--- src/rtl/core/itsf_pkg.sv ---
// Shared constants, codes and types for the IPv4/TCP signature filter.
// Used by every module under rtl/core; depends on nothing.
package itsf_pkg;

  localparam int ALLOW_ENTRIES = 128;
  localparam int INDEX_W       = 7;
  localparam int ADDR_W        = 32;
  localparam int TREE_FAN      = 8;
  localparam int TREE_L1       = (ALLOW_ENTRIES + TREE_FAN - 1) / TREE_FAN;
  localparam int TREE_L2       = (TREE_L1 + TREE_FAN - 1) / TREE_FAN;

  localparam logic OP_BYTE  = 1'b0;
  localparam logic OP_WRITE = 1'b1;

  localparam logic [15:0] ETHERTYPE_IPV4 = 16'h0800;
  localparam logic [7:0]  IP_PROTO_TCP   = 8'd6;

  localparam logic [7:0] POS_ETYPE_HI  = 8'd12;
  localparam logic [7:0] POS_ETYPE_LO  = 8'd13;
  localparam logic [7:0] POS_IHL       = 8'd14;
  localparam logic [7:0] POS_PROTO     = 8'd23;
  localparam logic [7:0] POS_SRC_FIRST = 8'd26;
  localparam logic [7:0] POS_SRC_LAST  = 8'd29;
  localparam logic [7:0] POS_MAX       = 8'd255;
  localparam logic [7:0] POS_IP_FIRST  = 8'd15;

  localparam logic [7:0] ETH_HDR_LEN  = 8'd14;
  localparam logic [7:0] TCP_DOFF_POS = 8'd12;
  localparam logic [8:0] MIN_FRAME    = 9'd34;
  localparam logic [8:0] TCP_MIN_LEN  = 9'd20;
  localparam logic [8:0] PAYLOAD_MIN  = 9'd14;
  localparam logic [8:0] SIG_LEN      = 9'd11;
  localparam logic [3:0] HDR_MIN      = 4'd5;

  localparam logic [2:0] CAUSE_NOT_IP    = 3'd0;
  localparam logic [2:0] CAUSE_LISTED    = 3'd1;
  localparam logic [2:0] CAUSE_NOT_TCP   = 3'd2;
  localparam logic [2:0] CAUSE_CLEAN     = 3'd3;
  localparam logic [2:0] CAUSE_SIGNATURE = 3'd4;

  typedef struct packed {
    logic                 write;
    logic [INDEX_W-1:0]   index;
    logic [ADDR_W-1:0]    address;
    logic                 valid;
    logic                 lookup;
    logic [ADDR_W-1:0]    key;
  } allow_ctl_t;

  function automatic logic [7:0] sig_char(input logic [3:0] idx);
    logic [7:0] c;
    case (idx)
      4'd0:    c = "G";
      4'd1:    c = "E";
      4'd2:    c = "T";
      4'd3:    c = " ";
      4'd4:    c = "/";
      4'd5:    c = "a";
      4'd6:    c = "t";
      4'd7:    c = "t";
      4'd8:    c = "a";
      4'd9:    c = "c";
      4'd10:   c = "k";
      default: c = 8'h00;
    endcase
    return c;
  endfunction

endpackage

--- src/rtl/core/itsf_match_tree.sv ---
// Registered OR tree over the cell match bits; three register levels.
// Depends on itsf_pkg.
module itsf_match_tree (
  input  logic                               clk,
  input  logic                               rst_n,
  input  logic [itsf_pkg::ALLOW_ENTRIES-1:0] match_i,
  output logic                               listed_o
);
  import itsf_pkg::*;

  logic [TREE_L1-1:0] l1_r, l1_nxt;
  logic [TREE_L2-1:0] l2_r, l2_nxt;
  logic               listed_r, listed_nxt;

  always_comb begin
    for (int g = 0; g < TREE_L1; g++) begin
      l1_nxt[g] = 1'b0;
      for (int k = 0; k < TREE_FAN; k++) begin
        if (g * TREE_FAN + k < ALLOW_ENTRIES) begin
          l1_nxt[g] = l1_nxt[g] | match_i[g * TREE_FAN + k];
        end
      end
    end
    for (int g = 0; g < TREE_L2; g++) begin
      l2_nxt[g] = 1'b0;
      for (int k = 0; k < TREE_FAN; k++) begin
        if (g * TREE_FAN + k < TREE_L1) begin
          l2_nxt[g] = l2_nxt[g] | l1_r[g * TREE_FAN + k];
        end
      end
    end
    listed_nxt = |l2_r;
  end

  always_ff @(posedge clk) begin
    if (!rst_n) begin
      l1_r     <= '0;
      l2_r     <= '0;
      listed_r <= 1'b0;
    end else begin
      l1_r     <= l1_nxt;
      l2_r     <= l2_nxt;
      listed_r <= listed_nxt;
    end
  end

  assign listed_o = listed_r;

endmodule
--- config.mk ---
export PLATFORM = sky130hd
export DESIGN_NAME = itsf_match_tree
export DESIGN_NICKNAME = d
export VERILOG_FILES = /design/src/rtl/core/itsf_pkg.sv /design/src/rtl/core/itsf_match_tree.sv
export SDC_FILE = /design/constraint.sdc
export NUM_CORES = 1
export LEC_CHECK = 0
export ABC_CLOCK_PERIOD_IN_PS = 940
export CAP_MARGIN = 20
export CORE_AREA = 3 3 49 51
export DETAILED_ROUTE_END_ITERATION = 7
export DIE_AREA = 0 0 52 54
export DONT_BUFFER_PORTS = 1
export GPL_TIMING_DRIVEN = 0
export PLACE_DENSITY = 0.47
export SETUP_SLACK_MARGIN = 0.05
export SYNTH_ARGS = -nofsm -noshare
export SYNTH_HDL_FRONTEND = slang
export SYNTH_SLANG_ARGS = --single-unit
--- constraint.sdc ---
create_clock -name clk -period 0.94 [get_ports clk]
set_input_delay 0.282 -clock clk [delete_from_list [all_inputs] [get_ports clk]]
set_output_delay 0.282 -clock clk [all_outputs]
set_load 0.05 [all_outputs]
# Yosys cells after proc, flatten, opt, wreduce, memory -nomap -nowiden
# Cells that the tools add are included.
# classes
bitwise_logic	126
reduce_logical	1
# ops
cell	count
1-bit OR	126
2-bit OR reduction	1
# word_totals
ff_bits	19
inputBits	130
output_inout_bits	1

# Longest topological paths before layout
# depth
word_depth	7
depth_mapped	2
ltp_nobuf	2

# Worst setup path after synthesis
# Ideal clock, no wire load.
# synth_path
path_type	reg-to-output
from	register listed_r (netlist: listed_o)
to	output port listed_o
arrival_time_ns	0.587
required_time_ns	0.658
setup_slack_ns	0.071
path_stages_with_launch	1
cell_sequence	dfxtp_1
# synth_rtl
element	line_no	rtl
start, declared	itsf_match_tree.sv:13	logic listed_r, listed_nxt;
start signal, assigned	itsf_match_tree.sv:43	listed_r <= listed_nxt;
end, declared	itsf_match_tree.sv:7	output logic listed_o
# No word-level cell between the ends.

# Final worst setup path
# layout_path
from	register listed_r (netlist: listed_o)
to	output port listed_o
# No word-level cell between the ends.

==> impl_results.md <==
* Outcome: finished, violations left
* Violated checks: negative setup slack
* Post-Syn Nets at ~210
* Number of fill cells at about 210
* Total routed wirelength at approximately 1900 um
* Clock Sinks at 19
* Net Sw Frac at between 20% and 30%
* Initial antenna violation count at 0
* Pwr per Cell Area at approximately 1600 nW/um^2
* ANT nets after route at 0
* Hold Crit Class: primary input to flop
* CP required at 0.66 ns
* Most frequent cells in the layout: 34 x nor4_1, 18 x dfxtp_1, 9 x a21boi_1, 9 x a21boi_0, 3 x clkbuf_4
* Core area at 1980 um^2
* Boundary Pins at 131
* Period utilization at 107%
* Power share of the clock group at 29.1%
* Worst VDD drop at a little over 0.0007 V
* Total power draw at approximately 1.3 mW
* Tmin final at between 1 and 1.5 ns
* Max_cap viols at 0
* Startpoint Class: flop
* Routed len/inst at about 18 um
* Setup violators final at 1
* Xor and xnor area share after synthesis at 0%
* Post-CTS Setup Bufs at 0
* IO buf count at 0
* Post-synthesis cell count at 75
* Combinational share of power at ~5.3%
* Slew headroom at 83.4%
* Tot GR Track Use at a little under an eighth
* Synth Area in Simple Gates at a little under 30%
* Hold Buf Count CTS at 0
* Final HPWL DP at 1700 um
* Worst clock skew at between 0.001 and 0.0015 ns
* Worst setup margin at -0.0701 ns
* Largest family of logic cells by synthesized area: simple AND/OR/NAND/NOR gates
* DRC Markers at 0
* Worst-path clk slew at roughly 0.10 ns
* Vias in the first global route at ~600
* Post-Synth Adder-Cell Area at 0%
* Die W at approximately 52 um
* Latest clock arrival within the worst-skew pair at approximately 0.28 ns
* Syn Area/Cell at around 10 um^2
* Largest net degree at the start of global routing at 11
* Psw at 270 uW
* CTS H-tree depth at 1
* FF/Latch Area at 384 um^2
* #FFs+latches synth at 19
* Initial DRC count at 3
* Max-slew violations at 0
* Die Ht at ~54 um
* Unrepaired setup endpoints after global routing: true
* Maximum root-to-sink buffer count at 2
* Layout cells sized above 1 at just under 9%
* ANT cells at 0
* Rows at 16
* Initial core utilization at 38.3%
* Most common cell after layout, fill and taps aside: nor4_1
* Grt ovf at 0
* Internal power at approximately 1.1 mW
* Area Growth Syn to Fin at 10.0%
* Area of the multi-input gates at approximately 380 um^2
* Critical path arrival at 0.73 ns
* DRT Pass-1 Iters at 2
* Worst Tran Pin Value at roughly 0.25 ns
* Synthesized cell area at roughly 760 um^2
* Nets at 210
* Root Driver: clkbuf_4
* Clock buffer count from CTS at 3
* Routability cong. at around 0.73
* Fin Hold WS at about 0.14 ns
* WS Path Type: flop to primary output
* Register area share after synthesis at between 50% and 60%
* Die ar. at about 2800 um^2
* Global-route wire length before repair at 2440 um
* Compound-gate portion of the synthesized area at between 10% and 20%
* Multiplexer area fraction after synthesis at 0%
* Worst Path Max Fanout at 1
* Fmax at between 0.9 and 1 GHz
* DR vias at around 700
* Fin. Hold Viols at 0
* Sequential power share at about two thirds
* Critical path capture point type: primary output
* Mean number of vias per cell at 6.42
* Post-synthesis cell type count at 6
* Ys Warns at 0
* TritonCTS clock tree: built
* Pleak at ~0.25 nW
## power groups by stage
| stage | clock, mW | combinational, mW | sequential, mW |
|---|---|---|---|
| floorplan | 0 | 0.0616 | 0.887 |
| CTS | 0.402 | 0.0719 | 0.871 |
| detailed placement | 0 | 0.0711 | 0.891 |
| global route | 0.433 | 0.0815 | 0.878 |
| finish | 0.387 | 0.0701 | 0.874 |
| global placement | 0 | 0.0701 | 0.891 |
## synthesized netlist by cell type, drive strengths merged
master   n  area (um^2)
a21boi  18          135
buf      1         11.3
dfxtp   19          380
nor4    36          225
o21a     1         7.51
## cell type report
cell class                 count  share of cell area, %
tap                           27                   4.04
multi-input combinational     55                   45.5
clock buffer                   4                   3.14
buffer                         1                   1.35
sequential                    19                   46.0
## repair_timing
| action | CTS | global route |
|---|---|---|
| setup endpoints to repair | 1 | 2 |
| endpoints found under the hold margin | 0 | 0 |
| resized for setup | 2 | 2 |
## through the flow
step / setup TNS (ns) / std cells / worst slack [ns] / instance area (um^2) / util [%]
after floorplan: 0 / 75 / 0.0707 / 759 / -
after global placement: 0 / 102 / 0.0645 / 793 / 40.0
after detailed placement: 0 / 102 / 0.0618 / 793 / 40.0
after CTS: -0.0796 / 106 / -0.0796 / 823 / 41.5
after global routing: -0.102 / 106 / -0.102 / 836 / 42.2
final: -0.0701 / 106 / -0.0701 / 836 / 42.2
## kinds of logic after synthesis
family	after synthesis
buffers and inverters	1
flip-flops	19
AND/OR/NAND/NOR	36
AO/OA/AOI/OAI	19
## metal layers
metal / up-vias / GRT usage [%] / wire [um]
met5: - / 0 / 0
met2: 65 / 19.5 / 988
met4: 0 / 7.86 / 15
met1: 287 / 14.1 / 664
met3: 2 / 2.49 / 252
li1: 326 / - / -
## state kept, by name, summed over array words and instances, names as in the netlist
signal,count
l1_r,16
listed_o,1
l2_r,2
## path summary, 6_finish.rpt
| path | start | to | slack (ns) | depth (start not counted) |
|---|---|---|---|---|
| worst min-delay path | rst_n | l1_r[15]$_SDFF_PN0_ | 0.14 | 1 |
| worst max register to register | l1_r[12]$_SDFF_PN0_ | l2_r[1]$_SDFF_PN0_ | 0.11 | 2 |
| worst max-delay path | listed_o$_SDFF_PN0_ | listed_o | -0.07 | 0 |
| worst min register to register | l2_r[0]$_SDFF_PN0_ | listed_o$_SDFF_PN0_ | 0.44 | 1 |
(Power assumes the default switching activity.)
