File: src/rtl/core/itsf_pkg.sv
// Shared constants, codes and types for the IPv4/TCP signature filter.
// Used by every module under rtl/core; depends on nothing.
package itsf_pkg;

  localparam int ALLOW_ENTRIES = 128;
  localparam int INDEX_W       = 7;
  localparam int ADDR_W        = 32;
  localparam int TREE_FAN      = 8;
  localparam int TREE_L1       = (ALLOW_ENTRIES + TREE_FAN - 1) / TREE_FAN;
  localparam int TREE_L2       = (TREE_L1 + TREE_FAN - 1) / TREE_FAN;

  localparam logic OP_BYTE  = 1'b0;
  localparam logic OP_WRITE = 1'b1;

  localparam logic [15:0] ETHERTYPE_IPV4 = 16'h0800;
  localparam logic [7:0]  IP_PROTO_TCP   = 8'd6;

  localparam logic [7:0] POS_ETYPE_HI  = 8'd12;
  localparam logic [7:0] POS_ETYPE_LO  = 8'd13;
  localparam logic [7:0] POS_IHL       = 8'd14;
  localparam logic [7:0] POS_PROTO     = 8'd23;
  localparam logic [7:0] POS_SRC_FIRST = 8'd26;
  localparam logic [7:0] POS_SRC_LAST  = 8'd29;
  localparam logic [7:0] POS_MAX       = 8'd255;
  localparam logic [7:0] POS_IP_FIRST  = 8'd15;

  localparam logic [7:0] ETH_HDR_LEN  = 8'd14;
  localparam logic [7:0] TCP_DOFF_POS = 8'd12;
  localparam logic [8:0] MIN_FRAME    = 9'd34;
  localparam logic [8:0] TCP_MIN_LEN  = 9'd20;
  localparam logic [8:0] PAYLOAD_MIN  = 9'd14;
  localparam logic [8:0] SIG_LEN      = 9'd11;
  localparam logic [3:0] HDR_MIN      = 4'd5;

  localparam logic [2:0] CAUSE_NOT_IP    = 3'd0;
  localparam logic [2:0] CAUSE_LISTED    = 3'd1;
  localparam logic [2:0] CAUSE_NOT_TCP   = 3'd2;
  localparam logic [2:0] CAUSE_CLEAN     = 3'd3;
  localparam logic [2:0] CAUSE_SIGNATURE = 3'd4;

  typedef struct packed {
    logic                 write;
    logic [INDEX_W-1:0]   index;
    logic [ADDR_W-1:0]    address;
    logic                 valid;
    logic                 lookup;
    logic [ADDR_W-1:0]    key;
  } allow_ctl_t;

  function automatic logic [7:0] sig_char(input logic [3:0] idx);
    logic [7:0] c;
    case (idx)
      4'd0:    c = "G";
      4'd1:    c = "E";
      4'd2:    c = "T";
      4'd3:    c = " ";
      4'd4:    c = "/";
      4'd5:    c = "a";
      4'd6:    c = "t";
      4'd7:    c = "t";
      4'd8:    c = "a";
      4'd9:    c = "c";
      4'd10:   c = "k";
      default: c = 8'h00;
    endcase
    return c;
  endfunction

endpackage

File: src/rtl/core/itsf_cell.sv
// One allowlist cell: holds a slot's address and valid bit, compares it with
// the broadcast source address on lookup. Depends on itsf_pkg.
module itsf_cell (
  input  logic                 clk,
  input  logic                 rst_n,
  input  itsf_pkg::allow_ctl_t ctl_i,
  input  logic                 sel_i,
  output logic                 match_o
);
  import itsf_pkg::*;

  logic              valid_r, valid_nxt;
  logic [ADDR_W-1:0] addr_r, addr_nxt;
  logic              match_r, match_nxt;

  always_comb begin
    valid_nxt = valid_r;
    addr_nxt  = addr_r;
    match_nxt = match_r;
    if (ctl_i.write && sel_i) begin
      valid_nxt = ctl_i.valid;
      addr_nxt  = ctl_i.address;
    end
    if (ctl_i.lookup) begin
      match_nxt = valid_r && (addr_r == ctl_i.key);
    end
  end

  always_ff @(posedge clk) begin
    if (!rst_n) begin
      valid_r <= 1'b0;
      match_r <= 1'b0;
    end else begin
      valid_r <= valid_nxt;
      match_r <= match_nxt;
    end
    addr_r <= addr_nxt;
  end

  assign match_o = match_r;

endmodule

File: config.mk
export PLATFORM = sky130hd
export DESIGN_NAME = itsf_cell
export DESIGN_NICKNAME = d
export VERILOG_FILES = /design/src/rtl/core/itsf_pkg.sv /design/src/rtl/core/itsf_cell.sv
export SDC_FILE = /design/constraint.sdc
export NUM_CORES = 1
export LEC_CHECK = 0
export ABC_AREA = 1
export CAP_MARGIN = 25
export CORE_MARGIN = 1
export CORE_UTILIZATION = 55
export CTS_CLUSTER_DIAMETER = 50
export CTS_CLUSTER_SIZE = 30
export DETAILED_ROUTE_END_ITERATION = 10
export DONT_BUFFER_PORTS = 1
export MAX_ROUTING_LAYER = met4
export PLACE_DENSITY = 0.74
export SYNTH_ARGS = -nofsm -noshare
export SYNTH_HDL_FRONTEND = slang
export SYNTH_SLANG_ARGS = --single-unit
File: constraint.sdc
create_clock -name clk -period 1 [get_ports clk]
set_input_delay 0 -clock clk [delete_from_list [all_inputs] [get_ports clk]]
set_output_delay 0 -clock clk [all_outputs]
set_load 0.05 [all_outputs]
======== Word-level counts from Yosys, hierarchy flattened ========
Index checks and enable logic that the tools add are counted.
cells by class
  reduce and logical (&&, ||, !) cells .... 2
  eq/ne operators ......................... 1
operator list
  operator             count
  $eq A32 B32 Y1       1
  $logic_and A1 B1 Y1  2
word-level totals
  logic and storage cells ................. 6
  register bits after elaboration ......... 34
  input port bits ......................... 77
  output and inout bits ................... 1

======== Depth between registers and ports, before layout ========
  depth in word-level cells ............... 2
  gate-level depth with buffers ........... 10
  mapped depth without buffers ............ 10

======== Worst setup path after synthesis ========
OpenSTA, ideal clock, no wires.
  path type ............................... input -> register
  from .................................... input port ctl_i[73] in the netlist's numbering
  to ...................................... register addr_r[0] (enable)
  arrival time ............................ 0.699 ns
  required time ........................... 0.613 ns
  setup time .............................. 0.387 ns
  setup slack ............................. -0.086 ns
  stages .................................. 2
  path buffers ............................ 0
  path through ............................ nand2_1 > inv_1
on the way
  longest elaborated chain between the ends .. 1
ends and longest elaborated chain
  element               RTL line         source
  from (decl)           itsf_cell.sv:6   input itsf_pkg::allow_ctl_t ctl_i,
  $logic_and A1 B1 Y1   itsf_cell.sv:20  if (ctl_i.write && sel_i) begin
  to (signal assigned)  itsf_cell.sv:37  addr_r <= addr_nxt;
  to (decl)             itsf_cell.sv:13  logic [ADDR_W-1:0] addr_r, addr_nxt;
Every way passes these cells.
A chain may end at the register's enable or synchronous reset.

======== Final worst setup path ========
  from .................................... register addr_r[16]
  to ...................................... register match_r, in the netlist match_o
on the way
  longest elaborated chain between the ends .. 2
ends and longest elaborated chain
  element               RTL line         source
  $eq A32 B32 Y1        itsf_cell.sv:25  match_nxt = valid_r && (addr_r == ctl_i.key);
  $logic_and A1 B1 Y1   itsf_cell.sv:25
  to (signal assigned)  itsf_cell.sv:35  match_r <= match_nxt;
  to (decl)             itsf_cell.sv:14  logic match_r, match_nxt;
Every way passes these cells.

==> qor.yml <==
antenna_found_initial: 0
cts_max_path_buffers: 2
ys_warn_count: 0
synth_mux_area_share_pct: 0
die-area_um2: 3110
dp_hpwl_um: 2170
place_ws_ns: -0.190
multiInputGateArea_um2: 445
hold_viol: 0
dp.cells: 202
grt.total_usage_pct: 25.3
dpl_cell_area_um2: 1660
grt_pass1_wl_um: 5540
cts.sinks: 34
synth_compound_area_share_pct: 1.65
gp_congestion: 0.703
cap_violations: 0
synthSimpleGateAreaFrac_pct: 19.6
hold_depth: 7
crit_path_end_kind: "flop"
fin_crit_ns: 1.25
area_growth_syn_to_layout_pct: 30.8
initial_utilization_pct: 57.7
first_iter_violations: 41
first_pass_iters: 7
cp-endpoint: "match_o"
fin_crit_sh_pct: 125
r2r_cells: 7
critPathKind: "reg2reg"
crit_start: "addr_r[16]"
n_fill_cell: 197
drc: 0
clk_latency_ns: 0.34
r2r_slack_ns: -0.25
critical_path_required_ns: 1.28
p_leak_nw: 0.912
cts_max_level: 2
cts_tree: "done"
synth_cells: 168
rsz0062_at_grt: "true"
power.density_nw_per_um2: 1320
cts_made_buffers: 5
grt_max_degree: 20
std_cell_rows: 19
holdCritPathClass: "in2reg"
fin_skew_ns: 0.00974
ys_types: 12
crit_arrival_ns: 1.54
synth_area_um2: 1590
route.detailed.wl_per_inst_um: 13.9
io-pin-count: 78
fin_area_um2: 2080
root_buffer: "clkbuf_4"
synth_top_family_by_area: "simple AND/OR/NAND/NOR gates"
start_kind: "flop"
synth_xor_area_share_pct: 6.61
die_h_um: 55.8
finalHoldWorstSlack_ns: 0.0533
numPortBuffers: 0
clkTransAtPathRegs_ns: 0.10
wl_um: 3420
via_count: 1209
seq_area_um2: 1000
violations: "setup timing"
ys_seq_elements: 34
status: "complete, but fails checks"
viasPerCell: 4.89
worstMarginPinSlew_ns: 0.246
relSlewSlack_pct: 83.6
vdd_drop_max_mv: 1.25
nets: 293
finalNonFillerCells: 247
synth-seq-area-share_pct: 62.9
overflow: 0
design.core.area_um2: 2760
antennaDiodeCount: 0
grt_pass1_vias: 1334
synth_area_per_cell_um2: 9.47
fin_tns_setup_ns: -0.255
finalSetupViolCount: 1
setup_ws_ns: -0.255
max_freq_mhz: 797
drv_slew: 0
die_w_um: 55.8
worstReg2RegEnd: "match_o"
reg2reg_from: "addr_r[16]"
ant_nets: 0
synth_fa_ha_area_share_pct: 0
synth.net_count: 245
drive_above_1_share_pct: 5.56
path_max_fanout: 1
state kept, by name (all words and copies together), names as in the netlist:
name     cells
addr_r      32
match_o      1
valid_r      1
cells by family after synthesis:
kind of cell           after synthesis
AND/OR/NAND/NOR                     79
buffers and inverters               39
flip-flops                          34
XOR/XNOR                            12
AO/OA/AOI/OAI                        4
where the power goes:
group          switching, mW  total (mW)  leakage [nW]  internal [mW]
sequential            0.0430        1.70         0.317           1.66
combinational          0.155       0.355         0.570          0.200
clock                  0.431       0.695        0.0254          0.265
routing by layer:
layer,global-route usage (%),vias to the layer above,wire length (um)
li1,-,611,-
met1,24.6,535,1230
met2,44.6,53,1860
met3,9.30,10,267
met4,11.4,0,73
met5,-,-,0
cell usage after synthesis (all sizes together):
| cell type | n | area share, % |
|---|---|---|
| o21ai | 1 | 0.31 |
| xnor2 | 10 | 5.5 |
| inv | 39 | 9.2 |
| dfxtp | 2 | 2.5 |
| a21oi | 1 | 0.55 |
| nor2 | 20 | 4.7 |
| nand4 | 5 | 2.0 |
| edfxtp | 32 | 60 |
| o22ai | 2 | 0.79 |
| nand2 | 52 | 12 |
| nand3 | 2 | 0.63 |
| xor2 | 2 | 1.1 |
layout by cell type (no fill, tap or decap):
cell | netlist | layout
clkbuf_1 | 0 | 2
edfxtp_1 | 32 | 32
inv_1 | 39 | 38
dfxtp_1 | 2 | 2
o22ai_1 | 2 | 2
xor2_1 | 2 | 2
nand4_1 | 5 | 5
nand2_1 | 52 | 52
buf_4 | 0 | 4
nor2_1 | 20 | 19
dlygate4sd3_1 | 0 | 37
xnor2_1 | 10 | 10
o21ai_0 | 1 | 1
a21oi_2 | 1 | 1
clkinvlp_4 | 0 | 1
clkbuf_4 | 0 | 5
nand3_1 | 2 | 2
nor2_2 | 0 | 1
stage by stage:
| stage | util, % | total power [mW] |
|---|---|---|
| 2_1_floorplan | - | 1.91 |
| 3_3_place_gp | 60.0 | 1.94 |
| 3_5_place_dp | 60.0 | 1.96 |
| 4_1_cts | 75.1 | 2.75 |
| 5_1_grt | 75.5 | 2.87 |
| 6_report | 75.5 | 2.75 |
final cells by class:
cell class                 count  area share [%]
clock buffer                   7            2.16
tap                           31            1.86
sequential                    34            48.1
multi-input combinational     95            21.4
inverter                      39            7.22
timing repair buffer          41            19.2
repair_timing:
action	in CTS	in global routing
setup endpoints to repair	1	1
gates resized for setup	0	1
pin swaps	3	1
hold endpoints to repair	34	0
hold buffers	37	0
buffers inserted	0	1
critical path, cell delays in order (launching register included):
cell and delay, ns:
edfxtp_1 0.41, xnor2_1 0.20, nand2_1 0.08, nor2_1 0.15, nand2_1 0.07, nor2_1 0.12, nand2_1 0.08, a21oi_2 0.11
how the worst min path moves through the flow:
| stage | slack, ns | from | to |
|---|---|---|---|
| 6_report | 0.05 | ctl_i[1] | match_o |
| 5_1_grt | 0.09 | ctl_i[12] | match_o |
| 4_1_cts | 0.02 | ctl_i[10] | match_o |
| 3_5_place_dp | 0.1 | ctl_i[63] | addr_r[29] |
| 3_3_place_gp | 0.1 | ctl_i[53] | addr_r[19] |
| 2_1_floorplan | 0.1 | ctl_i[34] | addr_r[0] |
Power figures use the tool's default switching activity.
